[config.mk]
export PLATFORM = sky130hd
export DESIGN_NAME = tdj_mac
export DESIGN_NICKNAME = d
export VERILOG_FILES = /design/src/tdj_pkg.sv /design/src/tdj_mac.sv
export SDC_FILE = /design/constraint.sdc
export NUM_CORES = 2
export LEC_CHECK = 0
export BUFFER_PORTS_ARGS = -buffer_cell sky130_fd_sc_hd__buf_2
export CORE_MARGIN = 1.5
export CORE_UTILIZATION = 55
export CTS_BUF_LIST = sky130_fd_sc_hd__clkbuf_4
export DETAILED_ROUTE_END_ITERATION = 10
export PLACE_DENSITY = 0.72
export SYNTH_ARGS = -nofsm -noshare
export SYNTH_HDL_FRONTEND = slang
export SYNTH_SLANG_ARGS = --single-unit
[constraint.sdc]
create_clock -name clk -period 6.5 [get_ports clk]
set_clock_uncertainty 0.15 [all_clocks]
set_input_delay 0 -clock clk [delete_from_list [all_inputs] [get_ports clk]]
set_output_delay 0 -clock clk [all_outputs]
set_load 0.03 [all_outputs]
[src/tdj_pkg.sv]
// Shared types, constants and helper functions for the timestamp dejitter block.
package tdj_pkg;

	// Delta window geometry
	localparam int WINDOW_DEPTH = 50;
	localparam int MIN_FILL     = 10;
	localparam int ADDR_W       = $clog2(WINDOW_DEPTH);
	localparam int FILL_W       = $clog2(WINDOW_DEPTH + 1);

	// Datapath widths
	localparam int TIME_W = 48;
	localparam int SIZE_W = 20;
	localparam int SUM_W  = TIME_W + FILL_W;
	localparam int DIVD_W = SUM_W + 1;
	localparam int NN_W   = 2 * FILL_W;
	localparam int ACC_W  = 128;
	localparam int LEN_W  = 53;

	// Configuration port
	localparam int CFG_IDX_W  = 3;
	localparam int CFG_DATA_W = 48;
	localparam logic [CFG_IDX_W-1:0] REG_SIZE_TO_TIME     = 3'd0;
	localparam logic [CFG_IDX_W-1:0] REG_TIME_FACTOR      = 3'd1;
	localparam logic [CFG_IDX_W-1:0] REG_TIME_SHIFT       = 3'd2;
	localparam logic [CFG_IDX_W-1:0] REG_DEJITTER_ENABLE  = 3'd3;
	localparam logic [CFG_IDX_W-1:0] REG_RESYNC_THRESHOLD = 3'd4;

	localparam logic [47:0] RST_SIZE_TO_TIME     = 48'h0100_0000_0000;
	localparam logic [31:0] RST_TIME_FACTOR      = 32'h0100_0000;
	localparam logic [46:0] RST_RESYNC_THRESHOLD = 47'd1677722;

	// Accumulate shift codes for the shared multiplier
	localparam int SH_W = 3;
	localparam logic [SH_W-1:0] SH_0  = 3'd0;
	localparam logic [SH_W-1:0] SH_32 = 3'd1;
	localparam logic [SH_W-1:0] SH_33 = 3'd2;
	localparam logic [SH_W-1:0] SH_64 = 3'd3;
	localparam logic [SH_W-1:0] SH_96 = 3'd4;

	typedef struct packed {
		logic                     chunk_dummy;
		logic                     chunk_sync;
		logic signed [TIME_W-1:0] chunk_time;
		logic [SIZE_W-1:0]        chunk_size;
	} chunk_t;

	typedef struct packed {
		logic                     out_sync;
		logic signed [TIME_W-1:0] out_time;
		logic [SIZE_W-1:0]        out_size;
	} result_t;

	typedef struct packed {
		logic            en;
		logic            clr;
		logic            x5;
		logic [SH_W-1:0] sh;
		logic [31:0]     a;
		logic [31:0]     b;
	} mac_ctl_t;

	function automatic logic signed [63:0] sx64(input logic signed [TIME_W-1:0] x);
		return {{(64 - TIME_W){x[TIME_W-1]}}, x};
	endfunction

	function automatic logic signed [TIME_W-1:0] sat48(input logic signed [63:0] x);
		logic signed [63:0] hi;
		logic signed [63:0] lo;
		hi = 64'sh0000_7FFF_FFFF_FFFF;
		lo = -64'sh0000_8000_0000_0000;
		if (x > hi) begin
			return hi[TIME_W-1:0];
		end else if (x < lo) begin
			return lo[TIME_W-1:0];
		end
		return x[TIME_W-1:0];
	endfunction

	function automatic logic [TIME_W-1:0] mag48(input logic signed [TIME_W-1:0] x);
		return x[TIME_W-1] ? TIME_W'(-x) : TIME_W'(x);
	endfunction

endpackage

[src/tdj_mac.sv]
// Shared multiply-accumulate unit: registered 32x32 product, shifted into a wide accumulator.
module tdj_mac import tdj_pkg::*; (
	input  logic             clk,
	input  logic             arst_n,
	input  mac_ctl_t         ctl,
	output logic [ACC_W-1:0] acc
);

	logic [63:0]      prod_s1;
	logic [SH_W-1:0]  sh_s1;
	logic             vld_s1;
	logic [ACC_W-1:0] addend;
	logic [ACC_W-1:0] acc_q;

	// Track which products are waiting to be summed
	always_ff @(posedge clk or negedge arst_n) begin
		if (!arst_n) begin
			vld_s1 <= 1'b0;
		end else begin
			vld_s1 <= ctl.en;
		end
	end

	// Multiply stage
	always_ff @(posedge clk) begin
		prod_s1 <= ctl.a * ctl.b;
		sh_s1   <= ctl.sh;
	end

	// Align the product
	always_comb begin
		case (sh_s1)
			SH_0:    addend = ACC_W'(prod_s1);
			SH_32:   addend = ACC_W'(prod_s1) << 32;
			SH_33:   addend = ACC_W'(prod_s1) << 33;
			SH_64:   addend = ACC_W'(prod_s1) << 64;
			SH_96:   addend = ACC_W'(prod_s1) << 96;
			default: addend = ACC_W'(prod_s1);
		endcase
	end

	// Accumulate, clear or scale by five
	always_ff @(posedge clk) begin
		if (ctl.clr) begin
			acc_q <= '0;
		end else if (ctl.x5) begin
			acc_q <= (acc_q << 2) + acc_q;
		end else if (vld_s1) begin
			acc_q <= acc_q + addend;
		end
	end

	assign acc = acc_q;

endmodule

Word-level counts from Yosys, hierarchy flattened
Index checks and enable logic that the tools add are counted.

Add/subtract/negate cells: 2. Multipliers: 1. Equal/unequal tests: 4. Muxes and demuxes: 3. Reductions and logical operators: 1.

Operators by type and width (number): 128-bit one-hot mux with 4 select lines (1); 128-bit adder (2); 128-bit two-way mux (2); 32-bit by 32-bit multiplier with 64-bit output (1); 3-bit by 2-bit == test with 1-bit output, second input constant (2); 3-bit by 1-bit == test with 1-bit output, second input constant (1); 3-bit == test, second input constant (1); 2-bit nonzero test (1).

Register bits: 196. Output and inout bits: 128. Word-level logic and storage cells: 15.

Depth between registers and ports, before layout
Depth in word-level cells: 5. Gate-level depth with buffers: 32.

Worst setup path before layout
No wires, ideal clock.

Path kind: input to register. Start: input port ctl[48] in the netlist's numbering. End: register prod_s1[61]. Arrival time: 7.408 ns. Data required time: 6.271 ns. Setup slack: -1.137 ns. Cell stages on the path: 29. Buffers on the path: 1. Cells stage by stage: clkbuf_1 -> and2_1 -> fa_1 -> inv_1 -> fa_1 -> fa_1 -> fa_1 -> inv_1 -> fa_1 -> inv_1 -> fa_1 -> inv_1 -> fa_1 -> inv_1 -> fa_1 -> inv_1 -> ha_1 -> a21o_1 -> a21o_1 -> a21oi_1 -> o221ai_1 -> a31oi_1 -> a311oi_1 -> a21oi_1 -> a21oi_1 -> o41ai_1 -> a311o_1 -> or4b_1 -> o211ai_1.

Cells in the longest elaborated chain, start to end: 1.

RTL lines: from (decl) (line tdj_mac.sv:5) `input mac_ctl_t ctl,`; 32-bit by 32-bit multiplier with 64-bit output (line tdj_mac.sv:26) `prod_s1 <= ctl.a * ctl.b;`; to (signal assigned) (line tdj_mac.sv:26); to (decl) (line tdj_mac.sv:9) `logic [63:0] prod_s1;`.

Every way passes these cells. A chain may end at the register's enable or synchronous reset.

Final worst setup path
Start: input port ctl[48] in the netlist's numbering. End: register prod_s1[63].

Same word-level chain as after synthesis.

==> summary.md <==
| Metric | Value |
|---|---|
| Status | `complete, but fails checks` |
| Failing checks | `design-rule violations, negative setup slack` |
| Largest net degree at the start of global routing | `roughly 100` |
| Fin cells | `8914` |
| Critical Path Max Stage Delay | `0.59 ns` |
| Setup_tns | `-1.02 ns` |
| Total global routing overflow | `0` |
| Die area | `roughly 110000 um2` |
| Initial antenna violation count | `11` |
| Final Cycle Share | `103%` |
| WL/cell | `22.5 um` |
| Worst slew margin | `29.2%` |
| Average size of a mapped cell | `8.08 um2` |
| Worst endpoint required time | `7.00 ns` |
| WL final | `between 200 and 250 mm` |
| Initial core utilization | `between 50% and 60%` |
| CP dominant cell by count | `fa_1` |
| Net Count, Synth | `just under 9000` |
| Cells after Synth | `7248` |
| Critical Path Source Type | `primary input` |
| GRT Util Overall | `36.8%` |
| Crit Path Class | `in2reg` |
| Vias | `54000` |
| Cell area after layout | `65100 um2` |
| Cell row count | `119` |
| CTS max path bufs | `2` |
| Root Buffer | `clkbuf_4` |
| CP max-delay cell | `fa_2` |
| CTS Buf Count | `17` |
| CTS clock-pin slew for the worst setup and hold paths | `~0.18 ns` |
| Synth area leaders | `fa_1 31%, ha_1 11%, dfxtp_1 6.7%` |
| Post-DP HPWL | `170 mm` |
| Ys flop type | `dfxtp_1` |
| Final min period | `6.70 ns` |
| Crit end category | `flip-flop` |
| EDFF count, synth | `0` |
| TritonCTS clock tree | `done` |
| WP buf/inv | `8` |
| Min-delay worst type | `in2reg` |
| Vias in the first global route | `53300` |
| Layout cell share with drive strength beyond 1 | `11.8%` |
| I/O Buffers | `roughly 200` |
| Worst path top cell family by delay | `adder cells` |
| DR vias/cell | `6.05` |
| Post-synthesis sequential area ratio | `6.71%` |
| Seq cells post-synth | `196` |
| Fmax | `0.149 GHz` |
| Synth unique cells | `81` |
| Post-Place Cells | `8837` |
| WP data arrival | `7.19 ns` |
| CP Max Fanout | `11` |
| CP startpoint | `ctl[48]` |
| Worst skew pair latency | `0.76 ns` |
| DR DRC count | `14` |
| RR Startpoint | `sh_s1[1]$_DFF_P_` |
| Post-synth top cells | `988 x inv_1, 898 x fa_1, 808 x nand2_1` |
| Fin nets | `8987` |
| 1st-iter DRT viols | `4950` |
| Number of max-cap violations | `0` |
| Die width | `329 um` |
| Synth warn | `0` |
| Clock Sinks | `196` |
| Antenna Violating Nets Remaining | `0` |
| Post-synth top area share | `30.7%` |
| Min-delay src | `ctl[68]` |
| First-pass GRT wire length | `just over 300 mm` |
| Hold Fails Final Rpt | `0` |
| Area leader, netlist | `fa_1` |
| Slew Viols, Final | `0` |
| Asr flop ratio synth | `less than 1%` |
| Finished Core Util | `61.8%` |
| Die Ht | `between 300 and 400 um` |
| Final setup fails | `9` |
| H-Tree Depth | `4` |
| Core area | `105000 um2` |
| Setup WS post-layout | `-0.197 ns` |
| Count leader, synth | `inv_1` |
| Synthesis-to-layout area growth | `11.2%` |
| Syn Std Cell Area | `58600 um2` |
| # IOs | `200` |
| Pre-Repair DR Iteration Count | `11` |
| RD Place Congestion | `1.01` |
| Placed Area | `63400 um2` |
| Measured slew at the worst slew-check pin | `1.05 ns` |
| RSZ-0062 raised after global routing | `yes` |
## metrics by stage
stage          hold slack [ns]  setup WS, ns
3_3_place_gp            -0.376         -1.15
5_1_grt                 0.0653        -0.347
4_1_cts                 0.0292        -0.197
2_1_floorplan           -0.446        -0.735
6_report                0.0751        -0.197
3_5_place_dp            -0.373         -1.31
## what timing repair did
item                       4_1_cts  5_1_grt
resized for setup              126      141
pin swaps                       71       86
cloned                           0        3
hold endpoints to repair        83        0
hold buffers                    21        0
setup buffers                    9        8
setup endpoints to repair       19       21
## path summary, 6_finish.rpt
path                       slack (ns)  cells past startpoint                    end
max                             -0.20                     28    prod_s1[63]$_DFF_P_
min in group asynchronous        0.46                      4       vld_s1$_DFF_PN0_
max in group asynchronous        5.63                      4       vld_s1$_DFF_PN0_
max reg2reg                      0.50                     20  acc[112]$_SDFFE_PP0P_
min reg2reg                      0.40                      2    acc[0]$_SDFFE_PP0P_
min                              0.08                      3  acc[111]$_SDFFE_PP0P_
## tightest hold or removal path, cell delays in order
cell and delay [ns]:
dlygate4sd3_1 0.54, buf_4 0.27, nor2_1 0.14
## final cells by class
type	count	area [um2]
Antenna cell	9	22.5
Timing Repair Buffer	673	5310
Clock inverter	14	176
Inverter	988	3710
Multi-Input combinational cell	5626	50100
Fill cell	9305	40300
Tap cell	1391	1740
Sequential cell	196	3940
Clock buffer	17	128
## registers in the layout, indices dropped and copies added (netlist names)
signal,count
prod_s1,64
sh_s1,3
vld_s1,1
acc,128
## cell families (layout without fill, tap and decap cells)
| group | after synthesis | after routing | share of synthesized area, % |
|---|---|---|---|
| buffers and inverters | 1426 | 1692 | 9.15 |
| XOR/XNOR | 291 | 291 | 4.35 |
| AND/OR/NAND/NOR | 2219 | 2219 | 18.7 |
| adder cells (fa/ha/maj) | 1413 | 1413 | 41.7 |
| other | 0 | 9 | 0 |
| AO/OA/AOI/OAI | 1618 | 1618 | 18.0 |
| flip-flops | 196 | 196 | 6.71 |
| multiplexers | 85 | 85 | 1.46 |
## cell usage in the layout (no fill, tap or decap), drive strengths merged, types with 23 or more instances in the layout
cell type and count:
a21o 162, a221oi 39, ha 515, a21oi 535, mux2i 83, o21bai 86, nand2 808, dfxtp 195
nand3 65, nor2b 86, and3 29, a211oi 156, or3 23, xor2 88, o21a 42, xnor2 203
or2 23, o211ai 25, a22o 62, inv 993, nand2b 32, and2 583, clkbuf 25, a31oi 42
buf 644, nand4 128, o21ai 252, nor3 64, nor2 331, o31ai 25, fa 898, a221o 43
## per-layer routing
metal | vias to the layer above | track usage (%) | wire, um
met4 | 6 | 11.8 | 7010
met3 | 352 | 4.47 | 15500
met1 | 26800 | 52.8 | 87500
met5 | - | 0 | 41
met2 | 2306 | 58.0 | 90700
li1 | 24500 | - | -
Power is left out: the tool's default activity adds up to more than one toggle a clock period on the data nets, which glitch-free logic cannot reach.
