### src/tdj_pkg.sv
// Shared types, constants and helper functions for the timestamp dejitter block.
package tdj_pkg;

	// Delta window geometry
	localparam int WINDOW_DEPTH = 50;
	localparam int MIN_FILL     = 10;
	localparam int ADDR_W       = $clog2(WINDOW_DEPTH);
	localparam int FILL_W       = $clog2(WINDOW_DEPTH + 1);

	// Datapath widths
	localparam int TIME_W = 48;
	localparam int SIZE_W = 20;
	localparam int SUM_W  = TIME_W + FILL_W;
	localparam int DIVD_W = SUM_W + 1;
	localparam int NN_W   = 2 * FILL_W;
	localparam int ACC_W  = 128;
	localparam int LEN_W  = 53;

	// Configuration port
	localparam int CFG_IDX_W  = 3;
	localparam int CFG_DATA_W = 48;
	localparam logic [CFG_IDX_W-1:0] REG_SIZE_TO_TIME     = 3'd0;
	localparam logic [CFG_IDX_W-1:0] REG_TIME_FACTOR      = 3'd1;
	localparam logic [CFG_IDX_W-1:0] REG_TIME_SHIFT       = 3'd2;
	localparam logic [CFG_IDX_W-1:0] REG_DEJITTER_ENABLE  = 3'd3;
	localparam logic [CFG_IDX_W-1:0] REG_RESYNC_THRESHOLD = 3'd4;

	localparam logic [47:0] RST_SIZE_TO_TIME     = 48'h0100_0000_0000;
	localparam logic [31:0] RST_TIME_FACTOR      = 32'h0100_0000;
	localparam logic [46:0] RST_RESYNC_THRESHOLD = 47'd1677722;

	// Accumulate shift codes for the shared multiplier
	localparam int SH_W = 3;
	localparam logic [SH_W-1:0] SH_0  = 3'd0;
	localparam logic [SH_W-1:0] SH_32 = 3'd1;
	localparam logic [SH_W-1:0] SH_33 = 3'd2;
	localparam logic [SH_W-1:0] SH_64 = 3'd3;
	localparam logic [SH_W-1:0] SH_96 = 3'd4;

	typedef struct packed {
		logic                     chunk_dummy;
		logic                     chunk_sync;
		logic signed [TIME_W-1:0] chunk_time;
		logic [SIZE_W-1:0]        chunk_size;
	} chunk_t;

	typedef struct packed {
		logic                     out_sync;
		logic signed [TIME_W-1:0] out_time;
		logic [SIZE_W-1:0]        out_size;
	} result_t;

	typedef struct packed {
		logic            en;
		logic            clr;
		logic            x5;
		logic [SH_W-1:0] sh;
		logic [31:0]     a;
		logic [31:0]     b;
	} mac_ctl_t;

	function automatic logic signed [63:0] sx64(input logic signed [TIME_W-1:0] x);
		return {{(64 - TIME_W){x[TIME_W-1]}}, x};
	endfunction

	function automatic logic signed [TIME_W-1:0] sat48(input logic signed [63:0] x);
		logic signed [63:0] hi;
		logic signed [63:0] lo;
		hi = 64'sh0000_7FFF_FFFF_FFFF;
		lo = -64'sh0000_8000_0000_0000;
		if (x > hi) begin
			return hi[TIME_W-1:0];
		end else if (x < lo) begin
			return lo[TIME_W-1:0];
		end
		return x[TIME_W-1:0];
	endfunction

	function automatic logic [TIME_W-1:0] mag48(input logic signed [TIME_W-1:0] x);
		return x[TIME_W-1] ? TIME_W'(-x) : TIME_W'(x);
	endfunction

endpackage

### src/tdj_div.sv
// Restoring divider, one quotient bit per cycle, for the window correction.
module tdj_div import tdj_pkg::*; (
	input  logic              clk,
	input  logic              arst_n,
	input  logic              start,
	input  logic [DIVD_W-1:0] dividend,
	input  logic [NN_W-1:0]   divisor,
	output logic [DIVD_W-1:0] quotient,
	output logic              done
);

	localparam int CNT_W = $clog2(DIVD_W);

	logic             busy_q;
	logic             done_q;
	logic [CNT_W-1:0] cnt_q;
	logic [NN_W-1:0]  rem_q;
	logic [NN_W-1:0]  dvs_q;
	logic [DIVD_W-1:0] dq_q;
	logic [NN_W:0]    rem_sh;
	logic [NN_W:0]    rem_nx;
	logic             ge;

	// Trial subtract
	always_comb begin
		rem_sh = {rem_q, dq_q[DIVD_W-1]};
		ge     = rem_sh >= {1'b0, dvs_q};
		rem_nx = ge ? rem_sh - {1'b0, dvs_q} : rem_sh;
	end

	// Step count
	always_ff @(posedge clk or negedge arst_n) begin
		if (!arst_n) begin
			busy_q <= 1'b0;
			done_q <= 1'b0;
			cnt_q  <= '0;
		end else begin
			done_q <= 1'b0;
			if (start) begin
				busy_q <= 1'b1;
				cnt_q  <= '0;
			end else if (busy_q) begin
				cnt_q <= cnt_q + 1'b1;
				if (cnt_q == CNT_W'(DIVD_W - 1)) begin
					busy_q <= 1'b0;
					done_q <= 1'b1;
				end
			end
		end
	end

	// Shift remainder and quotient
	always_ff @(posedge clk) begin
		if (start) begin
			rem_q <= '0;
			dq_q  <= dividend;
			dvs_q <= divisor;
		end else if (busy_q) begin
			rem_q <= rem_nx[NN_W-1:0];
			dq_q  <= {dq_q[DIVD_W-2:0], ge};
		end
	end

	assign quotient = dq_q;
	assign done     = done_q;

endmodule

### config.mk
export PLATFORM = sky130hd
export DESIGN_NAME = tdj_div
export DESIGN_NICKNAME = d
export VERILOG_FILES = /design/src/tdj_pkg.sv /design/src/tdj_div.sv
export SDC_FILE = /design/constraint.sdc
export NUM_CORES = 1
export LEC_CHECK = 0
export BUFFER_PORTS_ARGS = -buffer_cell sky130_fd_sc_hd__buf_2
export CAP_MARGIN = 20
export CORE_MARGIN = 1.5
export CORE_UTILIZATION = 45
export CTS_CLUSTER_SIZE = 14
export DETAILED_ROUTE_END_ITERATION = 8
export PLACE_DENSITY_LB_ADDON = 0.15
export SLEW_MARGIN = 20
export SYNTH_ARGS = -nofsm -noshare
export SYNTH_HDL_FRONTEND = slang
export SYNTH_SLANG_ARGS = --single-unit
### constraint.sdc
create_clock -name clk -period 3.4 [get_ports clk]
set_clock_uncertainty 0.1 [all_clocks]
set_input_delay 0.68 -clock clk [delete_from_list [all_inputs] [get_ports clk]]
set_output_delay 0.68 -clock clk [all_outputs]
set_load 0.03 [all_outputs]
* Yosys cells after proc, flatten, opt, wreduce, memory -nomap -nowiden *
Cells that the tools add are included.

storage, ports and cells
  flip-flop bits (word level) = 87
  memory bits (read-only) = 0
  output and inout port bits = 56
  latch bits = 0
  memories = 0
  RAM bits = 0

operators by class
  reduce and logical (&&, ||, !) cells = 1
  shift operators = 0
  $add $sub $neg = 2
  multiply operators = 0
  $lt $le $gt $ge = 1
  eq/ne operators = 1
  mux-type cells = 11
  divide/modulo/power cells = 0
  bitwise logic cells = 0

operator list
  operator                                      count
  2-to-1 mux 55 bit                             2
  greater-or-equal comparator 13 x 12 -> 1 bit  1
  2-to-1 mux 12 bit                             1
  2-to-1 mux 6 bit                              2
  subtractor 12 bit                             1
  adder 6 x 1 -> 6 bit (second input constant)  1
  equality test 6 bit (second input constant)   1
  2-to-1 mux 1 bit                              6
  nonzero test 2 bit                            1

* Logic depth before layout (Yosys ltp) *
Gate-level depths: netlist of the first run.

  depth after elaboration = 4
  depth in mapped cells = 9
  mapped depth without buffers = 9

* Worst setup path after synthesis of the first run *
OpenSTA, ideal clock, no wires.

  kind = input port to flip-flop
  start point = in start
  end point = reg dq_q[0], in the netlist quotient[0], enable pin
  setup slack = 0.134 ns
  arrival time = 2.757 ns
  stages on the path = 5
  setup time = 0.409 ns
  path buffers = 3
  data required time = 2.891 ns
  cells stage by stage = clkbuf_1 clkbuf_1 clkbuf_1 nor2_1 inv_1

between the ends
  cells in the longest elaborated chain, start to end = 1

ends and longest elaborated chain
  item                                 line           RTL
  from (decl)                          tdj_div.sv:5   input logic start,
  nonzero test 2 bit (no source line)  -
  to (signal assigned)                 tdj_div.sv:56  dq_q <= dividend;
  to (signal assigned)                 tdj_div.sv:60  dq_q <= {dq_q[DIVD_W-2:0], ge};
  to (decl)                            tdj_div.sv:19  logic [DIVD_W-1:0] dq_q;

Every way passes these cells.
A chain may end at the register's enable or synchronous reset.

* Final worst setup path of the first run *
  start point = reg dq_q[54], in the netlist quotient[54]
  end point = reg rem_q[10]

between the ends
  cells in the longest elaborated chain, start to end = 2
  elaborated cells between the ends (all ways) = 3

ends and longest elaborated chain
  item                                                                               line                          RTL
  subtractor 12 bit or greater-or-equal comparator 13 x 12 -> 1 bit (tied branches)  tdj_div.sv:28, tdj_div.sv:27
  2-to-1 mux 12 bit (*)                                                              tdj_div.sv:28                 rem_nx = ge ? rem_sh - {1'b0, dvs_q} : rem_sh;
  to (signal assigned)                                                               tdj_div.sv:59                 rem_q <= rem_nx[NN_W-1:0];
  to (decl)                                                                          tdj_div.sv:17                 logic [NN_W-1:0] rem_q;

Every way passes the cells marked *; elsewhere a longest branch is shown, timed or not.

==> impl_results.md, run 1 <==
- Reg-to-reg slack, setup: 0.83 ns
- CP startpoint: quotient[54]
- Final period utilization: 0.755
- Cell accounting for the most synthesized area: edfxtp_1
- DR vias: 2,997
- Gate power share: 0.342
- Routed WL per cell: 15.5 um
- Grt total ovfl: 0
- Internal power: 2200 uW
- Total core area: 9240 sq um
- Initial DRC count: 94
- Max-slew violations: 0
- Clock share of power: 0.236
- Routed Antenna Nets: 0
- Sum of negative setup slack: 0 ns
- Mapped Area: 4310 sq um
- Final Critical Period: 2.57 ns
- Crit path largest cell delay: 0.43 ns
- Final setup violation count: 0
- CP Data Arrival Time: 2.72 ns
- Post-synth cell types: 51
- Number of global-route vias before repair: 3,096
- Leak pwr: 0.00223 uW
- Area after DPL: 5080 sq um
- RSZ-0062 raised after global routing: false
- Fmax: 0.390 GHz
- Worst-path clk slew: 0.09 ns
- Post-synthesis cell count: 327
- Floorplan die height: 101 um
- Hpwl dp: 6580 um
- GRT Util Overall: 0.191
- Synth area leaders: edfxtp_1 47%, mux2_2 14%, dfxtp_1 5.6%, dfrtp_1 4.6%, ha_1 4.1%
- Initial Utilization: 0.466
- Final nets: 538
- Crit path buf inv count: 1
- CTS tree: done
- EDFF count, synth: 67
- Bufs on Longest Clock Path: 2
- H-tree levels: 3
- IO buf count: 125
- Setup crit end kind: register
- Area fraction of the dominant cell type after synthesis: 0.467
- Critical Path Slowest Stage Cell: fa_1
- Root Driver: clkbuf_8
- Register area share after synthesis: 0.569
- Initial antenna violation count: 1
- Power Dens Cells: 632 nW/um^2
- Max IR drop VDD: 258 uV
- WS Path Type: register to register
- Fillers: 811
- Largest net degree at the start of global routing: 50
- Share of flip-flops with an asynchronous set or reset: 0.0920
- Setup bufs post-CTS: 0
- First-pass GRT wire length: 14,900 um
- Vias per cell: 5.10
- Gpl congestion: 0.806
- Mean post-synth cell area: 13.2 sq um
- Worst skew pair latency: 0.35 ns
- Slew HR: 0.581
- Max-Cap Viols: 0
- Seq pwr share: 0.421
- Worst Setup Start Kind: register
- Routed WL: 9110 um
- Cts repair resizes: 0
- Die Area: 10,200 sq um
- Sw Pwr: 1150 uW
- Sw Share: 0.343
- Worst r2r src: quotient[54]
- Worst Setup EP: rem_q[10]
- Hold-fix buffers at CTS: 0
- Clk sinks: 87
- CP top delay family: compound AO/OA/AOI/OAI gates
- Most common cell in the netlist: edfxtp_1
- Most used DFF post-synth: edfxtp_1
- YS warnings: 0
- Yosys reg bits: 87
- Hold crit path type: primary input to async pin
- Die Wd: 101 um
- Layout area overhead: 22.9%
- I/O pin count: 126
- Status: completed
- CTS buffer count: 9
- Layout cell share with drive strength beyond 1: 0.476
- Synth top cells by count: 67 x edfxtp_1, 55 x mux2_2, 24 x nor2_1
- Worst-Margin Slew: 0.628 ns
- DRT Pass-1 Iters: 4
- Crit path depth: 9
- Worst Path Required: 3.56 ns
- Crit-path cells: inv_1 > ha_1 > fa_1 > nor2b_1 > o21bai_1 > a21o_1 > a2111oi_0 > o31ai_1 > a311oi_2
- DRC: 0
- RR Endpoint: rem_q[10]
- Crit path max fanout: 3
- Fin area: 5300 sq um
- FF-to-FF path depth: 9
- Post-Syn Nets: 412
- Final Hold Viols: 0
- Row count: 35
==> worst register-to-register path: stages, from the launching register on <==
cell and delay [ns]:
edfxtp_1 0.38, inv_1 0.05, ha_1 0.24, fa_1 0.43, nor2b_1 0.18, o21bai_1 0.09, a21o_1 0.20, a2111oi_0 0.42
o31ai_1 0.15, a311oi_2 0.24
==> logic make-up after synthesis <==
group                      share of synthesized area
buffers and inverters                         0.0305
xor gates and xnor gates                      0.0163
and+or+nand+nor                               0.0874
adders and majority gates                     0.0453
muxes                                          0.146
AOI/OAI and AO/OA                              0.105
DFF                                            0.569
==> state kept, by name, summed over array words and instances (netlist names) <==
| name | count |
|---|---|
| quotient | 55 |
| dvs_q | 12 |
| rem_q | 12 |
| cnt_q | 6 |
| busy_q | 1 |
| done | 1 |
==> through the flow <==
step	instances	utilization	setup WS [ns]	power [uW]	hold slack (ns)
after global routing	588	0.573	0.770	3550	0.0481
after detailed placement	571	0.550	0.864	2580	0.411
final	588	0.573	0.834	3350	0.0506
after global placement	571	0.550	0.997	2560	0.378
after CTS	587	0.573	0.857	3370	0.0452
after floorplan	327	-	0.134	2310	0.284
==> layout by cell type, fill, tap and decap left out, types with 4 or more instances in the layout <==
master      n
a21oi_1    12
a311oi_2    9
buf_2     124
buf_4       4
clkbuf_8    9
dfrtp_1     8
dfxtp_1    12
edfxtp_1   67
ha_1       14
inv_1      18
mux2_2     55
nand2_1    19
nand3_1     7
nor2_1     24
nor2b_1     5
o21ai_0     5
xor2_1      5
==> layout make-up <==
class                   count  area, sq um  area share
repair buffers            129          671       0.127
clock buffers              11          131      0.0248
inverters                  19         71.3      0.0135
clock inverters             5         81.3      0.0154
diodes                      1         2.50    0.000472
well taps                 129          161      0.0305
multi-input cells         207         1730       0.326
flip-flops and latches     87         2450       0.463
==> per-layer routing <==
| layer | vias up | share of wire | global-route usage |
|---|---|---|---|
| met4 | 0 | 0.019 | 0.0780 |
| met2 | 88 | 0.46 | 0.297 |
| li1 | 1477 | - | - |
| met3 | 14 | 0.074 | 0.0638 |
| met5 | - | 0 | 0 |
| met1 | 1418 | 0.44 | 0.245 |
==> worst min path at each step <==
stage	slack (ns)	cells after the start	to	startpoint
after floorplan	0.28	0	busy_q	arst_n
after global placement	0.38	2	rem_q[1]	rem_q[1]
after detailed placement	0.41	2	rem_q[0]	rem_q[0]
after CTS	0.05	1	cnt_q[5]	arst_n
after global routing	0.05	1	cnt_q[5]	arst_n
final	0.05	1	cnt_q[5]	arst_n
==> power groups by stage <==
stage	clock [uW]	sequential, uW	combinational (uW)
final	790	1410	1150
after global placement	0	1430	1130
after floorplan	0	1560	746
after detailed placement	0	1430	1150
after CTS	809	1410	1150
after global routing	855	1430	1270
Note: power is estimated with default switching activity, not from simulation.
==> inputs of run 2 (changes only) <==
==> constraint.sdc (replaced) <==
create_clock -name clk -period 2.1 [get_ports clk]
set_clock_uncertainty 0.1 [all_clocks]
set_input_delay 0.42 -clock clk [delete_from_list [all_inputs] [get_ports clk]]
set_output_delay 0.42 -clock clk [all_outputs]
set_load 0.03 [all_outputs]
==> run 2 against run 1 <==
Against the previous run: the run now ends with setup timing left; critical path depth fell by 1; total power rose by 96%; sequential power rose by 63%; fmax rose by 14%; critical endpoint unchanged; largest cell class unchanged; highest routed layer unchanged.
==> impl_results.md, run 2 (same netlist as run 1, synthesis figures left out) <==
- Worst-path clk slew: 0.09 ns (about the same)
- Place WS: -0.230 ns (-1.09 ns)
- CTS buffer count: 9 (unchanged)
- Final nets: 593 (+10%)
- Root Driver: clkbuf_8
- DRC: 0 (unchanged)
- I/O pin count: 126 (unchanged)
- Final core utilization: 0.660 (+0.0872)
- Row count: 35 (unchanged)
- Setup crit end kind: register
- Clk sinks: 87 (unchanged)
- Placed cell count: 615 (+7.7%)
- Routed WL: 10,300 um (+13%)
- Grt total ovfl: 0 (unchanged)
- Slew HR: 0.716 (+0.135)
- Internal power: 4190 uW (+91%)
- Worst skew pair latency: 0.36 ns (about the same)
- Floorplan die height: 101 um (unchanged)
- Worst Setup Start Kind: register
- Crit path max fanout: 2 (-1)
- Sw Share: 0.361 (+0.0173)
- Initial DRC count: 134 (+43%)
- Hold crit path type: primary input to register
- DR vias: 3,302 (+10%)
- Worst Path Required: 2.27 ns (-1.29 ns)
- Final Non-Filler Cells: 642 (+9.2%)
- Fillers: 729 (-10%)
- Total core area: 9240 sq um (unchanged)
- Max-slew violations: 0 (unchanged)
- Final Critical Period: 2.26 ns (-0.311 ns)
- Most common cell after layout, fill and taps aside: buf_2
- First-pass GRT wire length: 16,200 um (+8.5%)
- Hold depth: 1
- WS Path Type: register to register
- RSZ-0062 raised after global routing: true
- Routed WL per cell: 16.1 um (+3.7%)
- Final Hold Viols: 0 (unchanged)
- Fmax: 0.443 GHz (+14%)
- GRT Util Overall: 0.206 (+0.0151)
- Die Area: 10,200 sq um (unchanged)
- Antenna cell count: 0 (-1)
- Largest net degree at the start of global routing: 37 (-26%)
- CP Data Arrival Time: 2.43 ns (-0.29 ns)
- Die Wd: 101 um (unchanged)
- Crit-path cells: ha_4 > fa_2 > nor2b_2 > o21bai_1 > a21o_1 > a2111oi_4 > o31ai_2 > a311oi_2
- FF-to-FF path depth: 8 (-1)
- Worst setup margin: -0.155 ns (-0.989 ns)
- Vias per cell: 5.14 (+0.91%)
- Failing checks: setup timing
- Max-Cap Viols: 0 (unchanged)
- Critical Path Slowest Stage Cell: edfxtp_1
- Crit path largest cell delay: 0.42 ns (about the same)
- Sum of negative setup slack: -0.618 ns (-0.618 ns)
- DRT Pass-1 Iters: 4 (unchanged)
- Commonest non-fill, non-tap cells in the layout: 124 x buf_2, 67 x edfxtp_1, 55 x mux2_2, 48 x buf_4, 23 x nor2_1
- Final setup violation count: 9 (+9)
- Number of global-route vias before repair: 3,437 (+11%)
- Max IR drop VDD: 514 uV (+99%)
- Hpwl dp: 6840 um (+3.9%)
- Status: complete, but fails checks
- CTS tree: done
- Power Dens Cells: 1070 nW/um^2 (+70%)
- Clock share of power: 0.180 (-0.056)
- Bufs on Longest Clock Path: 2 (unchanged)
- Layout cell share with drive strength beyond 1: 0.626 (+0.150)
- Routed Antenna Nets: 0 (unchanged)
- H-tree levels: 3 (unchanged)
- IO buf count: 125 (unchanged)
- Worst-Margin Slew: 0.421 ns (-0.207 ns)
- Gate power share: 0.469 (+0.127)
- Sw Pwr: 2360 uW (+110%)
- Seq pwr share: 0.351 (-0.070)
- Initial Utilization: 0.466 (unchanged)
- Max reg flops: 55 (unchanged)
- Leak pwr: 0.00255 uW (+14%)
- Final period utilization: 1.07 (+0.319)
- Initial antenna violation count: 0 (-1)
- Gpl congestion: 0.859 (+6.6%)
- Layout area overhead: 41.6%
-- run 2: changes by cell type in the layout (fill, tap and decap cells not counted), moves of 6 or more --
cell	previous run	this run
a21oi_1	12	4
a21oi_2	1	7
buf_4	4	48
ha_1	14	5
ha_4	0	9
nand2_1	19	11
nand2_2	2	10
-- run 2: worst paths after layout --
kind / slack, ns / to / start
min in group asynchronous: 0.32 / cnt_q[5] / arst_n
setup / recovery: -0.16 / rem_q[10] / dvs_q[0]
hold / removal: 0.13 / dvs_q[8] / divisor[8]
max in group asynchronous: 1.41 / cnt_q[0] / arst_n
setup reg to reg: -0.16 / rem_q[10] / dvs_q[0]
hold reg to reg: 0.45 / rem_q[0] / rem_q[0]
-- run 2: area by class of cell --
cell class | count | area, sq um | area share
repair buffers | 182 | 1130 | 0.185
clock inverters | 5 | 58.8 | 0.00964
multi-input cells | 209 | 2100 | 0.343
flip-flops and latches | 87 | 2450 | 0.402
inverters | 19 | 75.1 | 0.0123
well taps | 129 | 161 | 0.0265
clock buffers | 11 | 131 | 0.0215
-- run 2: timing repair --
item                                   CTS  global route
hold buffers                             1             0
setup endpoints to repair               13            13
gates cloned                             2             0
buffers inserted                         7             3
resized for setup                       35            26
endpoints found under the hold margin    8             0
pin swaps                               22            18
-- run 2: routing by layer --
metal  vias up  global-route usage  wire (um)
li1       1588                   -          -
met1      1593               0.251       4420
met2        99               0.344       5060
met3        22              0.0562        607
met4         0              0.0845        227
met5         -                   0          0
-- run 2: worst max-delay path: cells and delay by family (launching register included) --
| kind | cells | cell delay, ns |
|---|---|---|
| and+or+nand+nor | 1 | 0.14 |
| adders and majority gates | 2 | 0.55 |
| DFF | 1 | 0.42 |
| AOI/OAI and AO/OA | 5 | 0.97 |
-- run 2: stage by stage --
stage	cell area, sq um	total power [uW]	hold WS, ns
after floorplan	4400	3790	0.0244
after global placement	5480	4590	0.169
after detailed placement	5480	4630	0.176
after CTS	5930	6220	0.117
after global routing	6100	6880	0.125
final	6100	6550	0.131
-- run 2: power by group through the flow --
stage | Sequential [uW] | Clock (uW) | Combinational, uW
after CTS | 2290 | 1210 | 2720
after global routing | 2330 | 1260 | 3300
final | 2300 | 1180 | 3070
after global placement | 2290 | 0 | 2300
after detailed placement | 2290 | 0 | 2340
after floorplan | 2540 | 0 | 1250
==> inputs of run 3 (changes only) <==
--- a/config.mk
+++ b/config.mk
@@ -7,8 +7,10 @@
 export LEC_CHECK = 0
 export BUFFER_PORTS_ARGS = -buffer_cell sky130_fd_sc_hd__buf_2
 export CAP_MARGIN = 20
+export CORE_ASPECT_RATIO = 1.2
 export CORE_MARGIN = 1.5
 export CORE_UTILIZATION = 45
+export CTS_BUF_LIST = sky130_fd_sc_hd__clkbuf_8
 export CTS_CLUSTER_SIZE = 14
 export DETAILED_ROUTE_END_ITERATION = 8
 export PLACE_DENSITY_LB_ADDON = 0.15
==> constraint.sdc (replaced) <==
create_clock -name clk -period 2.25 [get_ports clk]
set_clock_uncertainty 0.1 [all_clocks]
set_input_delay 0.45 -clock clk [delete_from_list [all_inputs] [get_ports clk]]
set_output_delay 0.45 -clock clk [all_outputs]
set_load 0.03 [all_outputs]
==> run 3 against run 2 <==
Against the previous run: the flow still finishes with violations (setup timing); first-iteration DRC count fell by 9.0%; total power shrank 10%; combinational power down 18%; largest cell class unchanged.
==> impl_results.md, run 3 (same netlist as run 1, synthesis figures left out) <==
- Status: complete, but fails checks
- Failing checks: setup timing
- Power Dens Cells: 1000 nW/um^2 (-6.5%)
- Final setup violation count: 1 (-8)
- Final Hold Viols: 0 (unchanged)
- Routed Antenna Nets: 0 (unchanged)
- Initial antenna violation count: 0 (unchanged)
- H-tree levels: 3 (unchanged)
- Total core area: 9180 sq um (-0.69%)
- Worst skew pair latency: 0.37 ns (about the same)
- Initial Utilization: 0.470 (+0.00324)
- Root Driver: clkbuf_8
- DR vias: 3,215 (-2.6%)
- Routed WL: 9640 um (-6.6%)
- IO buf count: 125 (unchanged)
- CP top delay family: compound AO/OA/AOI/OAI gates
- Fin area: 5860 sq um (-3.9%)
- Bufs on Longest Clock Path: 2 (unchanged)
- Setup crit end kind: register
- Sw Share: 0.349 (-0.0121)
- Final Critical Period: 2.27 ns (+0.0175 ns)
- Routed WL per cell: 15.6 um (-3.1%)
- Final period utilization: 1.01 (-0.0638)
- I/O pin count: 126 (unchanged)
- Power, Total: 5880 uW (-10%)
- Layout cell share with drive strength beyond 1: 0.577 (-0.0486)
- Sw Pwr: 2050 uW (-13%)
- Floorplan die height: 110 um (+9.3%)
- Worst Setup Start Kind: register
- Hold crit path type: primary input to register
- CTS tree: done
- Die Wd: 92.3 um (-8.5%)
- Antenna cell count: 0 (unchanged)
- Gpl congestion: 0.836 (-2.7%)
- Worst-path clk slew: 0.09 ns (about the same)
- Largest net degree at the start of global routing: 55 (+49%)
- RSZ-0062 raised after global routing: true
- Hold slack final: 0.160 ns (+0.0284 ns)
- Die Area: 10,200 sq um (about the same)
- Max reg flops: 55 (unchanged)
- Gate power share: 0.430 (-0.039)
- Crit-path cells: ha_4 > fa_2 > nor2b_4 > o21bai_2 > a21o_1 > a2111oi_4 > o31ai_2 > a311oi_2
- Crit path max fanout: 2 (unchanged)
- GRT Util Overall: 0.190 (-0.0158)
- Seq pwr share: 0.364 (+0.013)
- Clk sinks: 87 (unchanged)
- Area after DPL: 5340 sq um (-2.6%)
- DRT Pass-1 Iters: 4 (unchanged)
- Slew HR: 0.703 (-0.0129)
- First-pass GRT wire length: 14,800 um (-8.5%)
- Worst-Margin Slew: 0.440 ns (+0.0191 ns)
- Final nets: 579 (-2.4%)
- Max-Cap Viols: 0 (unchanged)
- Hpwl dp: 6740 um (-1.3%)
- Row count: 38 (+8.6%)
- Crit path buf inv count: 0 (unchanged)
- Most common cell after layout, fill and taps aside: buf_2
- Initial DRC count: 122 (-9.0%)
- Worst Path Required: 2.42 ns (+0.15 ns)
- Critical Path Slowest Stage Cell: edfxtp_1
- Final core utilization: 0.639 (-0.0216)
- Max-slew violations: 0 (unchanged)
- Grt total ovfl: 0 (unchanged)
- Leak pwr: 0.00247 uW (-3.2%)
- Clock share of power: 0.206 (+0.026)
- Place WS: -0.0887 ns (+0.141 ns)
- DRC: 0 (unchanged)
- Fmax: 0.440 GHz (-0.77%)
- Vias per cell: 5.19 (+0.98%)
- Max IR drop VDD: 497 uV (-3.4%)
- FF+latch area: 2450 sq um (unchanged)
- CTS buffer count: 9 (unchanged)
- CP Data Arrival Time: 2.45 ns (+0.02 ns)
- Multi-input logic area: 1980 sq um (-5.4%)
- WS Path Type: register to register
- Layout area overhead: 36.0%
- Fillers: 754 (+3.4%)
- Commonest non-fill, non-tap cells in the layout: 124 x buf_2, 67 x edfxtp_1, 55 x mux2_2, 42 x buf_4, 23 x nor2_1
- Worst setup margin: -0.0226 ns (+0.132 ns)
- Internal power: 3830 uW (-8.5%)
- Crit path largest cell delay: 0.42 ns (about the same)
- Number of global-route vias before repair: 3,161 (-8.0%)
## run 3: changes by cell type in the layout (fill, tap and decap cells not counted), sizes merged
cell / delta
clkbuf: -2
clkinvlp: -2
buf: -13
clkinv: +2
nand2: -1
bufinv: +1
inv: +1
## run 3: final timing paths
path                       slack [ns]        start        end  cells after the start
hold reg to reg                  0.40     rem_q[1]   rem_q[1]                      2
min in group asynchronous        0.35       arst_n   cnt_q[4]                      2
hold / removal                   0.16  divisor[10]  dvs_q[10]                      1
max in group asynchronous        1.53       arst_n   cnt_q[2]                      2
setup reg to reg                -0.02     dvs_q[0]  rem_q[10]                      8
setup / recovery                -0.02     dvs_q[0]  rem_q[10]                      8
## run 3: what timing repair did
item                       CTS  global route
hold endpoints to repair     8             0
hold buffers                 1             0
setup buffers                3             7
setup endpoints to repair    6            13
gates resized for setup      4            32
gates cloned                 0             1
pin swaps                    4             9
## run 3: power groups by stage
stage / combinational (uW) / sequential [uW] / clock, uW
after detailed placement: 2060 / 2150 / 0
final: 2530 / 2140 / 1210
after floorplan: 1150 / 2370 / 0
after global placement: 2020 / 2150 / 0
after CTS: 2150 / 2120 / 1240
after global routing: 2720 / 2170 / 1290
## run 3: cell type report
class                           instances  area share
Clock buffer                            9      0.0211
Sequential cell                        87       0.418
Tap cell                              120      0.0256
Inverter                               19      0.0128
Timing Repair Buffer                  169       0.168
Clock inverter                          7      0.0158
Multi-Input combinational cell        208       0.338
## run 3: metrics by stage
stage / TNS, ns / instances
global route: -0.235 / 619
floorplan: -2.74 / 327
finish: -0.0226 / 619
global placement: -0.113 / 592
detailed placement: -0.234 / 592
CTS: -0.289 / 612
## run 3: layer usage
layer	global-route usage	wire (um)
met1	0.229	4010
met2	0.320	4830
met3	0.0556	612
met4	0.0758	189
met5	0	0
